--- src/rtl/core/slr_pkg.sv ---
// ----------------------------------------------------------------------------
// slr_pkg: shared definitions for the stereo linear resampler
// Block geometry, fixed-point widths, sequencer states, the control bundle
// for the interpolation unit and the step clamping function.
// ----------------------------------------------------------------------------
package slr_pkg;

    localparam int BLOCK_SAMPLES = 1024;
    localparam int FRAC_BITS     = 16;
    localparam int MAX_OUT       = 64;

    localparam int SAMPLE_W = 16;
    localparam int STEP_W   = 17;
    localparam int IDX_W    = (BLOCK_SAMPLES > 2) ? $clog2(BLOCK_SAMPLES) : 1;
    localparam int CNT_W    = IDX_W + 1;
    localparam int POS_W    = IDX_W + FRAC_BITS;
    localparam int T_W      = FRAC_BITS + 1;
    localparam int N_W      = $clog2(MAX_OUT + 1);
    localparam int DIFF_W   = SAMPLE_W + 1;
    localparam int PROD_W   = T_W + 1 + DIFF_W;
    localparam int SUM_W    = PROD_W + 1;

    // Q1.16 step limits
    localparam int STEP_ONE = 65536;
    localparam int STEP_MIN = 1024;
    localparam int STEP_WIDE_W = STEP_W + 8;
    localparam int STEP_SHL = (FRAC_BITS >= 16) ? FRAC_BITS - 16 : 0;
    localparam int STEP_SHR = (FRAC_BITS < 16) ? 16 - FRAC_BITS : 0;

    typedef enum logic [2:0] {
        S_IDLE,
        S_EVAL,
        S_MUL_L,
        S_MUL_R,
        S_FIN_R,
        S_OUT
    } slr_state_t;

    typedef struct packed {
        logic mul_left;
        logic mul_right;
        logic fin_left;
        logic fin_right;
    } slr_mul_ctl_t;

    // Clamp the written step to [1/64, 1.0] and rescale to FRAC_BITS.
    function automatic logic [T_W-1:0] eff_step(input logic [STEP_W-1:0] step);
        logic [STEP_W-1:0]      s;
        logic [STEP_WIDE_W-1:0] wide;
        s = step;
        if (s == '0 || s > STEP_W'(STEP_ONE)) begin
            s = STEP_W'(STEP_ONE);
        end
        if (s < STEP_W'(STEP_MIN)) begin
            s = STEP_W'(STEP_MIN);
        end
        wide = STEP_WIDE_W'(s);
        wide = (wide << STEP_SHL) >> STEP_SHR;
        return wide[T_W-1:0];
    endfunction

endpackage

--- src/rtl/core/slr_lerp_unit.sv ---
// ----------------------------------------------------------------------------
// slr_lerp_unit: shared interpolation multiplier
// One signed multiplier computes t*(b-a) for the left channel and then the
// right; a following add and truncate-toward-zero step forms each result.
// ----------------------------------------------------------------------------
module slr_lerp_unit
    import slr_pkg::*;
(
    input  logic                       clk,
    input  slr_mul_ctl_t               ctl,
    input  logic [T_W-1:0]             t,
    input  logic signed [SAMPLE_W-1:0] a_left,
    input  logic signed [SAMPLE_W-1:0] b_left,
    input  logic signed [SAMPLE_W-1:0] a_right,
    input  logic signed [SAMPLE_W-1:0] b_right,
    output logic signed [SAMPLE_W-1:0] out_left,
    output logic signed [SAMPLE_W-1:0] out_right
);

    logic signed [PROD_W-1:0]   prod_reg;
    logic signed [PROD_W-1:0]   prod_next;
    logic signed [SAMPLE_W-1:0] out_left_reg;
    logic signed [SAMPLE_W-1:0] out_right_reg;
    logic signed [SAMPLE_W-1:0] mul_a;
    logic signed [SAMPLE_W-1:0] mul_b;
    logic signed [DIFF_W-1:0]   diff;
    logic signed [SAMPLE_W-1:0] fin_a;
    logic signed [SAMPLE_W-1:0] fin_q;

    // a*2^F + t*(b-a), divided by 2^F truncating toward zero
    function automatic logic signed [SAMPLE_W-1:0] finish(
        input logic signed [SAMPLE_W-1:0] a,
        input logic signed [PROD_W-1:0]   p
    );
        logic signed [SUM_W-1:0] sum;
        logic signed [SUM_W-1:0] q;
        sum = (SUM_W'(a) <<< FRAC_BITS) + SUM_W'(p);
        q   = sum >>> FRAC_BITS;
        if (sum[SUM_W-1] && (sum[FRAC_BITS-1:0] != '0)) begin
            q = q + SUM_W'(1);
        end
        return q[SAMPLE_W-1:0];
    endfunction

    always_comb
    begin
        mul_a = ctl.mul_right ? a_right : a_left;
        mul_b = ctl.mul_right ? b_right : b_left;
        diff  = DIFF_W'(mul_b) - DIFF_W'(mul_a);
        prod_next = $signed({1'b0, t}) * diff;
        fin_a = ctl.fin_right ? a_right : a_left;
        fin_q = finish(fin_a, prod_reg);
    end

    always_ff @(posedge clk)
    begin
        if (ctl.mul_left || ctl.mul_right) begin
            prod_reg <= prod_next;
        end
        if (ctl.fin_left) begin
            out_left_reg <= fin_q;
        end
        if (ctl.fin_right) begin
            out_right_reg <= fin_q;
        end
    end

    assign out_left  = out_left_reg;
    assign out_right = out_right_reg;

endmodule

--- src/rtl/core/slr_ctrl.sv ---
// ----------------------------------------------------------------------------
// slr_ctrl: resampler sequencer and block state
// Holds the step register, sample history, block counters and position, and
// steps the interpolation unit through each output of an input transaction.
// ----------------------------------------------------------------------------
module slr_ctrl
    import slr_pkg::*;
(
    input  logic                       clk,
    input  logic                       rst_n,
    input  logic                       cfg_valid,
    input  logic [STEP_W-1:0]          cfg_data,
    input  logic                       in_valid,
    output logic                       in_ready,
    input  logic signed [SAMPLE_W-1:0] in_left,
    input  logic signed [SAMPLE_W-1:0] in_right,
    output logic                       out_valid,
    input  logic                       out_ready,
    output logic                       last,
    output logic                       block_end,
    output slr_mul_ctl_t               ctl,
    output logic [T_W-1:0]             t,
    output logic signed [SAMPLE_W-1:0] a_left,
    output logic signed [SAMPLE_W-1:0] b_left,
    output logic signed [SAMPLE_W-1:0] a_right,
    output logic signed [SAMPLE_W-1:0] b_right
);

    localparam logic [IDX_W-1:0] I0_MAX    = IDX_W'(BLOCK_SAMPLES - 2);
    localparam logic [IDX_W-1:0] IDX_LAST  = IDX_W'(BLOCK_SAMPLES - 1);
    localparam logic [CNT_W-1:0] CNT_BLOCK = CNT_W'(BLOCK_SAMPLES);
    localparam logic [CNT_W-1:0] CNT_LAST  = CNT_W'(BLOCK_SAMPLES - 1);
    localparam logic [N_W-1:0]   N_MAX     = N_W'(MAX_OUT);
    localparam logic [POS_W-1:0] POS_ONE   = POS_W'(1) << FRAC_BITS;
    localparam logic [POS_W:0]   POS_CAP   = (POS_W + 1)'(BLOCK_SAMPLES - 1) << FRAC_BITS;

    slr_state_t state_reg, state_next;

    logic [STEP_W-1:0]          step_reg;
    logic [IDX_W-1:0]           index_reg, index_next;
    logic [CNT_W-1:0]           count_reg, count_next;
    logic [POS_W-1:0]           pos_reg, pos_next;
    logic [N_W-1:0]             n_reg, n_next;
    logic                       be_reg, be_next;
    logic signed [SAMPLE_W-1:0] prev_left_reg, prev_right_reg;
    logic signed [SAMPLE_W-1:0] cur_left_reg, cur_right_reg;

    logic [IDX_W-1:0] i0_raw;
    logic [IDX_W-1:0] i0;
    logic [POS_W-1:0] t_full;
    logic [POS_W:0]   pos_sum;
    logic             can_emit;
    logic             in_take;
    logic             retire;

    // interpolation point of the next output
    always_comb
    begin
        i0_raw = pos_reg[POS_W-1:FRAC_BITS];
        i0     = (i0_raw > I0_MAX) ? I0_MAX : i0_raw;
        t_full = pos_reg - {i0, {FRAC_BITS{1'b0}}};
        t      = (t_full > POS_ONE) ? T_W'(POS_ONE) : t_full[T_W-1:0];
        can_emit = (count_reg < CNT_BLOCK) && (n_reg < N_MAX)
                   && (({1'b0, i0} + (IDX_W + 1)'(1)) <= {1'b0, index_reg});
        pos_sum = {1'b0, pos_reg} + (POS_W + 1)'(eff_step(step_reg));
    end

    always_comb
    begin
        state_next = state_reg;
        index_next = index_reg;
        count_next = count_reg;
        pos_next   = pos_reg;
        n_next     = n_reg;
        be_next    = be_reg;
        ctl        = '0;
        in_ready   = 1'b0;
        out_valid  = 1'b0;
        retire     = 1'b0;
        unique case (state_reg)
            S_IDLE:
            begin
                in_ready = 1'b1;
                if (in_valid) begin
                    n_next     = '0;
                    state_next = S_EVAL;
                end
            end
            S_EVAL:
            begin
                if (index_reg != '0 && can_emit) begin
                    state_next = S_MUL_L;
                end
                else begin
                    retire     = 1'b1;
                    state_next = S_IDLE;
                end
            end
            S_MUL_L:
            begin
                ctl.mul_left = 1'b1;
                state_next   = S_MUL_R;
            end
            S_MUL_R:
            begin
                ctl.mul_right = 1'b1;
                ctl.fin_left  = 1'b1;
                state_next    = S_FIN_R;
            end
            S_FIN_R:
            begin
                // advance to the following output while this one is finished
                ctl.fin_right = 1'b1;
                be_next    = (count_reg == CNT_LAST);
                count_next = count_reg + CNT_W'(1);
                n_next     = n_reg + N_W'(1);
                pos_next   = (pos_sum > POS_CAP) ? POS_CAP[POS_W-1:0] : pos_sum[POS_W-1:0];
                state_next = S_OUT;
            end
            S_OUT:
            begin
                out_valid = 1'b1;
                if (out_ready) begin
                    if (can_emit) begin
                        state_next = S_MUL_L;
                    end
                    else begin
                        retire     = 1'b1;
                        state_next = S_IDLE;
                    end
                end
            end
            default:
            begin
                state_next = S_IDLE;
            end
        endcase

        // close out the input transaction: new index, or wrap the block
        if (retire) begin
            if (index_reg == IDX_LAST) begin
                index_next = '0;
                count_next = '0;
                pos_next   = '0;
            end
            else begin
                index_next = index_reg + IDX_W'(1);
            end
        end
    end

    assign in_take   = in_valid && in_ready;
    assign last      = !can_emit;
    assign block_end = be_reg;

    always_ff @(posedge clk or negedge rst_n)
    begin
        if (!rst_n) begin
            state_reg      <= S_IDLE;
            step_reg       <= STEP_W'(STEP_ONE);
            index_reg      <= '0;
            count_reg      <= '0;
            pos_reg        <= '0;
            n_reg          <= '0;
            be_reg         <= 1'b0;
            prev_left_reg  <= '0;
            prev_right_reg <= '0;
        end
        else begin
            state_reg <= state_next;
            index_reg <= index_next;
            count_reg <= count_next;
            pos_reg   <= pos_next;
            n_reg     <= n_next;
            be_reg    <= be_next;
            if (cfg_valid) begin
                step_reg <= cfg_data;
            end
            if (retire) begin
                prev_left_reg  <= cur_left_reg;
                prev_right_reg <= cur_right_reg;
            end
        end
    end

    always_ff @(posedge clk)
    begin
        if (in_take) begin
            cur_left_reg  <= in_left;
            cur_right_reg <= in_right;
        end
    end

    assign a_left  = prev_left_reg;
    assign a_right = prev_right_reg;
    assign b_left  = cur_left_reg;
    assign b_right = cur_right_reg;

endmodule

--- src/rtl/core/stereo_linear_resampler_core.sv ---
// Each result passes S_MUL_L, S_MUL_R and S_FIN_R, since the one multiplier
// serves left and right in turn, and is offered in S_OUT; before an input's
// first result comes S_EVAL. One input gives n results (n up to 64); the next
// input is taken only in S_IDLE. A stalled result holds the sequencer.
// Reset: asynchronous, active low; step returns to 1.0, block state to zero.
// ----------------------------------------------------------------------------
// stereo_linear_resampler_core: block-based stereo linear resampler
// Interpolates signed 16-bit stereo samples at a configurable Q1.16 step and
// emits each output as soon as both neighboring inputs are present.
// ----------------------------------------------------------------------------
module stereo_linear_resampler_core
    import slr_pkg::*;
(
    input  logic                       clk,
    input  logic                       rst_n,
    input  logic                       cfg_valid,
    output logic                       cfg_ready,
    input  logic [STEP_W-1:0]          cfg_data,
    input  logic                       in_valid,
    output logic                       in_ready,
    input  logic signed [SAMPLE_W-1:0] in_left,
    input  logic signed [SAMPLE_W-1:0] in_right,
    output logic                       out_valid,
    input  logic                       out_ready,
    output logic signed [SAMPLE_W-1:0] out_left,
    output logic signed [SAMPLE_W-1:0] out_right,
    output logic                       last,
    output logic                       block_end
);

    slr_mul_ctl_t               ctl;
    logic [T_W-1:0]             t;
    logic signed [SAMPLE_W-1:0] a_left;
    logic signed [SAMPLE_W-1:0] b_left;
    logic signed [SAMPLE_W-1:0] a_right;
    logic signed [SAMPLE_W-1:0] b_right;

    assign cfg_ready = 1'b1;

    slr_ctrl u_ctrl (
        .clk       (clk),
        .rst_n     (rst_n),
        .cfg_valid (cfg_valid),
        .cfg_data  (cfg_data),
        .in_valid  (in_valid),
        .in_ready  (in_ready),
        .in_left   (in_left),
        .in_right  (in_right),
        .out_valid (out_valid),
        .out_ready (out_ready),
        .last      (last),
        .block_end (block_end),
        .ctl       (ctl),
        .t         (t),
        .a_left    (a_left),
        .b_left    (b_left),
        .a_right   (a_right),
        .b_right   (b_right)
    );

    slr_lerp_unit u_lerp (
        .clk       (clk),
        .ctl       (ctl),
        .t         (t),
        .a_left    (a_left),
        .b_left    (b_left),
        .a_right   (a_right),
        .b_right   (b_right),
        .out_left  (out_left),
        .out_right (out_right)
    );

endmodule

--- config.mk ---
export PLATFORM = sky130hd
export DESIGN_NAME = stereo_linear_resampler_core
export DESIGN_NICKNAME = d
export VERILOG_FILES = /design/src/rtl/core/slr_pkg.sv /design/src/rtl/core/slr_lerp_unit.sv /design/src/rtl/core/slr_ctrl.sv /design/src/rtl/core/stereo_linear_resampler_core.sv
export SDC_FILE = /design/constraint.sdc
export NUM_CORES = 1
export LEC_CHECK = 0
export BUFFER_PORTS_ARGS = -buffer_cell sky130_fd_sc_hd__buf_2
export CAP_MARGIN = 20
export CORE_MARGIN = 2
export CORE_UTILIZATION = 45
export DETAILED_ROUTE_END_ITERATION = 7
export PLACE_DENSITY = 0.59
export SLEW_MARGIN = 20
export SYNTH_ARGS = -nofsm -noshare
export SYNTH_HDL_FRONTEND = slang
export SYNTH_SLANG_ARGS = --single-unit
--- constraint.sdc ---
create_clock -name clk -period 15.35 [get_ports clk]
set_input_delay 0.7675 -clock clk [delete_from_list [all_inputs] [get_ports clk]]
set_output_delay 0.7675 -clock clk [all_outputs]
set_load 0.1 [all_outputs]
# [After elaboration in Yosys (flattened, before gate mapping)]
# Cells that the tools add are included.
[word_totals] ff_bits=206 in_bits=54 out_inout_bits=37 elab_cells=88
[op_classes] n_addsub=9 n_mul=1 magnitude_cmp=8 eq_ne=9 n_mux=32 n_reduce_logical=15
[ops] cell="two-way mux 26 bit" count=4
[ops] cell="two-way mux 16 bit" count=4
[ops] cell="two-way mux 17 bit" count=3
[ops] cell="adder 32 x 35 -> 36 bit" count=1
[ops] cell="multiplier 18 x 17 -> 35 bit" count=1
[ops] cell="two-way mux 11 bit" count=3
[ops] cell="adder 26 x 17 -> 27 bit" count=1
[ops] cell="greater-than comparator 27 x 26 -> 1 bit, second input constant" count=1
[ops] cell="greater-than comparator 26 x 17 -> 1 bit, second input constant" count=1
[ops] cell="subtractor 26 bit" count=1
[ops] cell="two-way mux 10 bit" count=2
[ops] cell="one-hot mux 3 bit (6 select lines)" count=1
[ops] cell="greater-than comparator 17 bit, second input constant" count=1
[ops] cell="logical NOT 17 bit" count=1
[ops] cell="< comparator 17 x 11 -> 1 bit, second input constant" count=1
[ops] cell="subtractor 16 x 16 -> 17 bit" count=1
[ops] cell="adder 16 x 2 -> 16 bit, second input constant" count=1
[ops] cell="nonzero test 16 bit" count=1
[ops] cell="one-hot mux 7 bit (2 select lines)" count=1
[ops] cell="adder 10 x 1 -> 11 bit, second input constant" count=1
[ops] cell="adder 11 x 1 -> 11 bit, second input constant" count=1
[ops] cell="equality test 11 x 10 -> 1 bit, second input constant" count=1
[ops] cell="<= comparator 11 x 10 -> 1 bit" count=1
[ops] cell="< comparator 11 bit, second input constant" count=1
[ops] cell="other kinds (21)" count=39

# [Logic depth before layout (Yosys ltp)]
# Gate-level depths: netlist of the first run.
[depth] ltp_word=11 depth_mapped=40 mapped_depth_nobuf=37

# [By module]
# Synthesis of the first run repeated with hierarchy kept, for this count alone.
[unflattened] hier_cells=2288 hier_area_um2=21770.9
[by_module_without_submodules] module="slr_lerp_unit" n_inst=1 cells_per_inst=1530 area_per_inst_um2=14336.2 seq_area_each_um2=2011.9
[by_module_without_submodules] module="slr_ctrl" n_inst=1 cells_per_inst=756 area_per_inst_um2=7423.4 seq_area_each_um2=3639.7
[by_module_without_submodules] module="stereo_linear_resampler_core" n_inst=1 cells_per_inst=2 area_per_inst_um2=11.3 seq_area_each_um2=0.0

# [Worst setup path before layout of the first run]
# No wires, ideal clock.
[synth_path] path_type="flip-flop to flip-flop" from="reg u_ctrl.state_reg[1]" to="reg u_lerp.prod_reg[29], data pin" setup_ns=0.259 arrival_time_ns=10.869 required_ns=15.091 setup_slack_ns=4.222 stages_incl_launch_ff=36 path_buffers=4 synth_period_minus_slack_ns=11.128 cell_sequence="dfrtp_1 -> clkbuf_1 -> nor2b_1 -> nand2_1 -> clkinv_1 -> buf_1 -> nand2_1 -> nand2_1 -> ha_1 -> o21ai_2 -> a21boi_1 -> o211ai_2 -> a21oi_1 -> a2111oi_4 -> nor3_4 -> or2_1 -> buf_2 -> buf_6 -> a311oi_1 -> fa_1 -> fa_1 -> inv_1 -> fa_1 -> fa_1 -> fa_1 -> inv_1 -> fa_1 -> inv_1 -> ha_1 -> and3_1 -> and4_1 -> nand3_1 -> o2111ai_1 -> a31o_2 -> a41oi_1 -> xnor2_1"
[synth_between] elab_chain_len=5 word_cells_on_any_way=6 cone_classes="1 x add/sub; 1 x mul; 1 x eq/ne; 3 x mux"
[synth_lines] item="from (decl)" line="slr_ctrl.sv:37" text="slr_state_t state_reg, state_next;"
[synth_lines] item="from (signal assigned)" line="slr_ctrl.sv:170" text="state_reg <= state_next;"
[synth_lines] item="equality test 3 x 2 -> 1 bit *" line="slr_ctrl.sv:80" text="unique case (state_reg)"
[synth_lines] item="two-way mux 2 bit *" line="slr_ctrl.sv:80"
[synth_lines] item="two-way mux 16 bit (on tied branches)" line="slr_lerp_unit.sv:48, slr_lerp_unit.sv:47"
[synth_lines] item="subtractor 16 x 16 -> 17 bit *" line="slr_lerp_unit.sv:49" text="diff = DIFF_W'(mul_b) - DIFF_W'(mul_a);"
[synth_lines] item="multiplier 18 x 17 -> 35 bit *" line="slr_lerp_unit.sv:50" text="prod_next = $signed({1'b0, t}) * diff;"
[synth_lines] item="net u_lerp.prod_next[29]" line="slr_lerp_unit.sv:21" text="logic signed [PROD_W-1:0] prod_next;"
[synth_lines] item="to (signal assigned)" line="slr_lerp_unit.sv:58" text="prod_reg <= prod_next;"
[synth_lines] item="to (decl)" line="slr_lerp_unit.sv:20" text="logic signed [PROD_W-1:0] prod_reg;"
# The timed path passes the listed nets; every way through them passes the cells marked *.
# A chain may end at the register's enable or synchronous reset.

# [Final worst setup path of the first run]
[layout_path] from="reg u_ctrl.state_reg[1]" to="reg u_lerp.prod_reg[33], data pin"
# Same word-level chain as after synthesis.

==> results of run 1 <==
## critical path: cells and delay by family, from the launching register on
| kind | cells | cell delay (ns) |
|---|---|---|
| xor gates and xnor gates | 1 | 0.14 |
| buffers and inverters | 7 | 1.27 |
| DFF | 1 | 0.50 |
| adders and majority gates | 8 | 3.94 |
| AOI/OAI and AO/OA | 10 | 2.04 |
| and+or+nand+nor | 9 | 2.28 |
## final timing paths
kind	from	end	slack [ns]	cells after the start
min in group clk	in_right[15]	u_ctrl.b_right[15]$_DFFE_PP_	0.40	1
worst min register to register	u_ctrl.n_reg[5]$_DFFE_PN0P_	u_ctrl.n_reg[5]$_DFFE_PN0P_	0.50	1
worst max-delay path	u_ctrl.state_reg[1]$_DFFE_PN0P_	u_lerp.prod_reg[33]$_DFFE_PP_	4.89	35
worst max register to register	u_ctrl.state_reg[1]$_DFFE_PN0P_	u_lerp.prod_reg[33]$_DFFE_PP_	4.89	35
worst min-delay path	rst_n	u_ctrl.count_reg[2]$_DFF_PN0_	0.25	1
max in group asynchronous	rst_n	u_ctrl.a_right[6]$_DFFE_PN0P_	13.90	2
## kinds of logic after synthesis
family / after synthesis / synth area share
AO/OA/AOI/OAI: 310 / 0.105
multiplexers: 68 / 0.0340
AND/OR/NAND/NOR: 780 / 0.164
flip-flops: 206 / 0.258
adder cells (fa/ha/maj): 424 / 0.320
other: 1 / 0.000171
XOR/XNOR: 107 / 0.0431
buffers and inverters: 425 / 0.0756
## layer usage
layer | wire length, um | track usage | part of all wire
met2 | 26500 | 0.385 | 0.48
met3 | 3500 | 0.0409 | 0.063
met4 | 1620 | 0.0624 | 0.029
met1 | 24200 | 0.307 | 0.43
met5 | 0 | 0 | 0
## report_power, final
part           internal [mW]  total, mW  switching (mW)
logic                  0.812       2.09            1.28
clock network          0.314      0.541           0.227
registers              0.689      0.723          0.0343
## placed cells by master, fill, tap and decap left out, drive strengths merged, types with 36 or more instances in the layout
master / Yosys / layout
xnor2: 71 / 71
nand2: 300 / 300
nor2: 220 / 220
ha: 197 / 197
nand3: 42 / 42
and2: 41 / 41
dfrtp: 106 / 106
inv: 331 / 331
xor2: 36 / 36
mux2: 48 / 48
buf: 32 / 111
a21oi: 69 / 69
edfxtp: 99 / 99
fa: 227 / 227
o21ai: 55 / 55
## cells in the mapped netlist (9+ instances only)
master and number:
nand2b_1 20, nand4_1 19, nand2_1 300, a311oi_1 14
o21ai_0 41, a21oi_1 68, nor2b_1 20, nor4_1 30
or2_2 10, o21bai_1 9, a31oi_1 27, xnor2_1 70
ha_1 197, clkbuf_1 60, mux2_2 27, nor3_1 27
a21o_1 20, buf_2 15, o21a_1 16, mux2_1 20
o211ai_1 12, dfrtp_1 106, xor2_1 36, and3_1 20
inv_1 330, fa_1 227, buf_1 11, mux2i_1 20
nor2_1 218, nand3_1 41, edfxtp_1 99, and2_1 41
a311o_1 10, o21ai_1 10
## area by class of cell
type / count / area share
diodes: 1 / 0.000106
clock buffers: 32 / 0.0275
clock inverters: 12 / 0.00375
inverters: 333 / 0.0528
multi-input cells: 1692 / 0.618
flip-flops and latches: 206 / 0.239
well taps: 615 / 0.0325
repair buffers: 112 / 0.0268
## stage by stage
stage | hold slack, ns | setup WS, ns | total power, mW | cells | utilization
after floorplan | 0.445 | 4.22 | 2.26 | 2323 | -
after CTS | 0.265 | 4.94 | 3.37 | 3000 | 0.494
after detailed placement | 0.471 | 4.99 | 2.79 | 2956 | 0.479
after global routing | 0.295 | 4.22 | 3.68 | 3002 | 0.495
after global placement | 0.467 | 5.22 | 2.76 | 2955 | 0.478
final | 0.246 | 4.89 | 3.36 | 3003 | 0.495
==> impl_metrics.ini, run 1 <==
[finish]
fin_nets = 2847
largest_reg_flops = 35
seq_area_um2 = 5650
drive_gt1_frac = 0.0976
fillers = 4502
area_growth_pct = 8.12
finalInstanceArea_um2 = 23700
multi_input_area_um2 = 14600

[synth]
ys_seq_area_frac = 0.258
synth_cells = 2321
synth_top_cell_by_area = fa_1
syn_avg_cell_area_um2 = 9.43
synth-edff-count = 99
async_flop_share = 0.519
synth.area.top_cells = fa_1, edfxtp_1, dfrtp_1
ys_types = 98
synth_ff_type = dfrtp_1
yosys.area.top_type_share = 0.208
yosysWarnings = 0
synth-seq-cells = 206
netlist_area_um2 = 21900

[floorplan]
core_um2 = 47800
initial_core_util = 0.458
num_io_pins = 91
die_area_um2 = 50400
placementRows = 80
fp.dieW_um = 225
die_h_um = 225

[clocking]
clock_latency_ns = 0.54
cts_tree = done
clock_path_buffers = 3
htreeDepth = 1
cts-resized-gates = 0
cts.clk_slew.worst_paths_ns = 0.06
hold_buffers = 0
cts_buffers = 24
root_buffer = clkbuf_16
cts.sinks = 206
postCtsSetupRepairBufs = 0

[place]
place_congestion = 0.924
io_buffers = 89
place_hpwl_um = 44100
placed_cell_area_um2 = 22900

[setup_path]
path_class = reg2reg
crit_arrival_ns = 10.74
crit_path_top_delay_cell = nor3_4
end_kind = flip-flop
crit_top_cell = fa_1
critPathRequiredTime_ns = 15.63
critPathLaunchType = flip-flop
cp_max_fo = 37
crit_path_max_incr_delay_ns = 0.64

[global_route]
grt_pass1_vias = 17300
grt_overflow = 0
antenna_found_initial = 0
grt_first_pass_wirelength_um = 92200
grt_usage = 0.230
grt_max_degree = 57

[routing]
wirelength_um = 55900
drc = 0
dr.pass1.iters = 7
ant_nets = 0
wl_per_cell_um = 18.6
drt_iter0_markers = 1136
viasPerCell = 5.50
num_vias = 16500

[pwr]
p_leak_nw = 11.1
power_density_nw_per_um2 = 142
peakVddDrop_v = 0.000104

[sta]
setup_viol = 0
rsz0062_at_grt = no
setup_tns_ns = 0
slew_headroom = 0.201
tightest_slew_ns = 1.19
min_period_ns = 10.46
final_hold_viol_count = 0
clock_skew_ns = 0.0170
slew_violations = 0
period_share = 0.682
fmax_mhz = 95.6

[status]
status = finished, final reports clean

[min_path]
min_path_type = in2async

[flow_run]
maxCapViolations = 0
Power figures use the tool's default switching activity.
==> run 2, diff against run 1 <==
- clock period: 15.35 -> 11 ns (I/O delays scaled with it)
==> impl_metrics.ini, run 2 (synthesized netlist as in run 1, its figures left out) <==
[status]
status = finished, final reports clean

[setup_path]
path_class = reg2reg
crit_top_cell = fa_1
worst-path-buf-inv = 5
critPathRequiredTime_ns = 11.28
cp_max_fo = 33
critical_path.top_delay_family = adder cells
crit_arrival_ns = 10.31
rrSetupSlack_ns = 0.96
reg2reg_depth = 33
crit_path_max_incr_delay_ns = 0.63
critPathLaunchType = flip-flop
crit_path_top_delay_cell = nor3_4
end_kind = flip-flop
reg2reg_from = u_ctrl.state_reg[1]$_DFFE_PN0P_
rr_endpoint = u_lerp.prod_reg[33]$_DFFE_PP_

[place]
io_buffers = 89
place_hpwl_um = 43800
place_ws_ns = 1.12
place_congestion = 0.934

[clocking]
htreeDepth = 1
cts_tree = done
root_buffer = clkbuf_16
clock_path_buffers = 3
cts_buffers = 25
clock_latency_ns = 0.53
cts.sinks = 206
postCtsSetupRepairBufs = 0
cts.clk_slew.worst_paths_ns = 0.06

[min_path]
min_to = u_ctrl.b_left[10]$_DFFE_PP_
min_path_type = in2reg
hold_start = in_left[10]
worstHoldPathCells = 1

[pwr]
p_total_mw = 4.70
power_density_nw_per_um2 = 198
p_leak_nw = 11.2
peakVddDrop_v = 0.000134

[sta]
fmax_mhz = 99.6
timing.final.ws_setup_ns = 0.962
slew_headroom = 0.279
fin_hold_ws_ns = 0.191
tightest_slew_ns = 1.07
clock_skew_ns = 0.00907
period_share = 0.913
setup_tns_ns = 0
min_period_ns = 10.04
final_hold_viol_count = 0
slew_violations = 0
rsz0062_at_grt = no
setup_viol = 0

[finish]
largest_reg_flops = 35
layout_commonest_cell = inv_1
final_cell_mix = inv_1, nand2_1, fa_1
final_util = 0.495
drive_gt1_frac = 0.0980
fin_nets = 2848
area_growth_pct = 8.19
diodes = 0

[routing]
drt_iter0_markers = 1171
wl_per_cell_um = 18.4
drc = 0
wirelength_um = 55300
viasPerCell = 5.51
ant_nets = 0
num_vias = 16600
dr.pass1.iters = 6

[floorplan]
initial_core_util = 0.458
placementRows = 80
num_io_pins = 91
fp.dieW_um = 225
core_um2 = 47800
die_area_um2 = 50400
die_h_um = 225

[global_route]
grt_pass1_vias = 16900
grt_usage = 0.225
grt_overflow = 0
grt_max_degree = 74
antenna_found_initial = 0
grt_first_pass_wirelength_um = 90100

[flow_run]
maxCapViolations = 0
==> run 2: worst max-delay path by stage <==
stage / cells past startpoint / slack (ns) / to / start
finish: 33 / 0.96 / u_lerp.prod_reg[33]$_DFFE_PP_ / u_ctrl.state_reg[1]$_DFFE_PN0P_
global route: 33 / 0.39 / u_lerp.prod_reg[33]$_DFFE_PP_ / u_ctrl.state_reg[1]$_DFFE_PN0P_
CTS: 33 / 1.09 / u_lerp.prod_reg[33]$_DFFE_PP_ / u_ctrl.state_reg[1]$_DFFE_PN0P_
detailed placement: 33 / 1.12 / u_lerp.prod_reg[29]$_DFFE_PP_ / u_ctrl.state_reg[1]$_DFFE_PN0P_
global placement: 33 / 1.35 / u_lerp.prod_reg[33]$_DFFE_PP_ / u_ctrl.state_reg[1]$_DFFE_PN0P_
floorplan: 35 / 0.67 / u_lerp.prod_reg[29]$_DFFE_PP_ / u_ctrl.state_reg[1]$_DFFE_PN0P_
==> run 2: final cells by class <==
class                      instances  area, um2
inverter                         333       1250
timing repair buffer             112        623
fill                            4530      24200
clock inverter                    13        111
sequential                       206       5650
tap                              615        769
multi-input combinational       1692      14600
clock buffer                      32        672
==> run 2: metal layers <==
layer | track usage | part of all wire | vias to the layer above
met1 | 0.302 | 0.44 | 8160
met3 | 0.0351 | 0.062 | 85
met5 | 0 | 0 | -
li1 | - | - | 7825
met2 | 0.385 | 0.48 | 484
met4 | 0.0515 | 0.025 | 0
==> run 2: through the flow <==
| step | cell area [um2] | cells |
|---|---|---|
| after floorplan | 21900 | 2323 |
| after global placement | 22900 | 2957 |
| after detailed placement | 22900 | 2957 |
| after CTS | 23700 | 3003 |
| after global routing | 23700 | 3003 |
| final | 23700 | 3003 |
==> run 2: timing repair <==
item / CTS / global route
gates resized for setup: 0 / 0
hold endpoints to repair: 33 / 0
hold buffers: 1 / 0
==> run 2: where the power goes <==
group | switching [mW] | internal (mW)
clock | 0.314 | 0.474
combinational | 1.77 | 1.13
sequential | 0.0479 | 0.961
total | 2.13 | 2.57
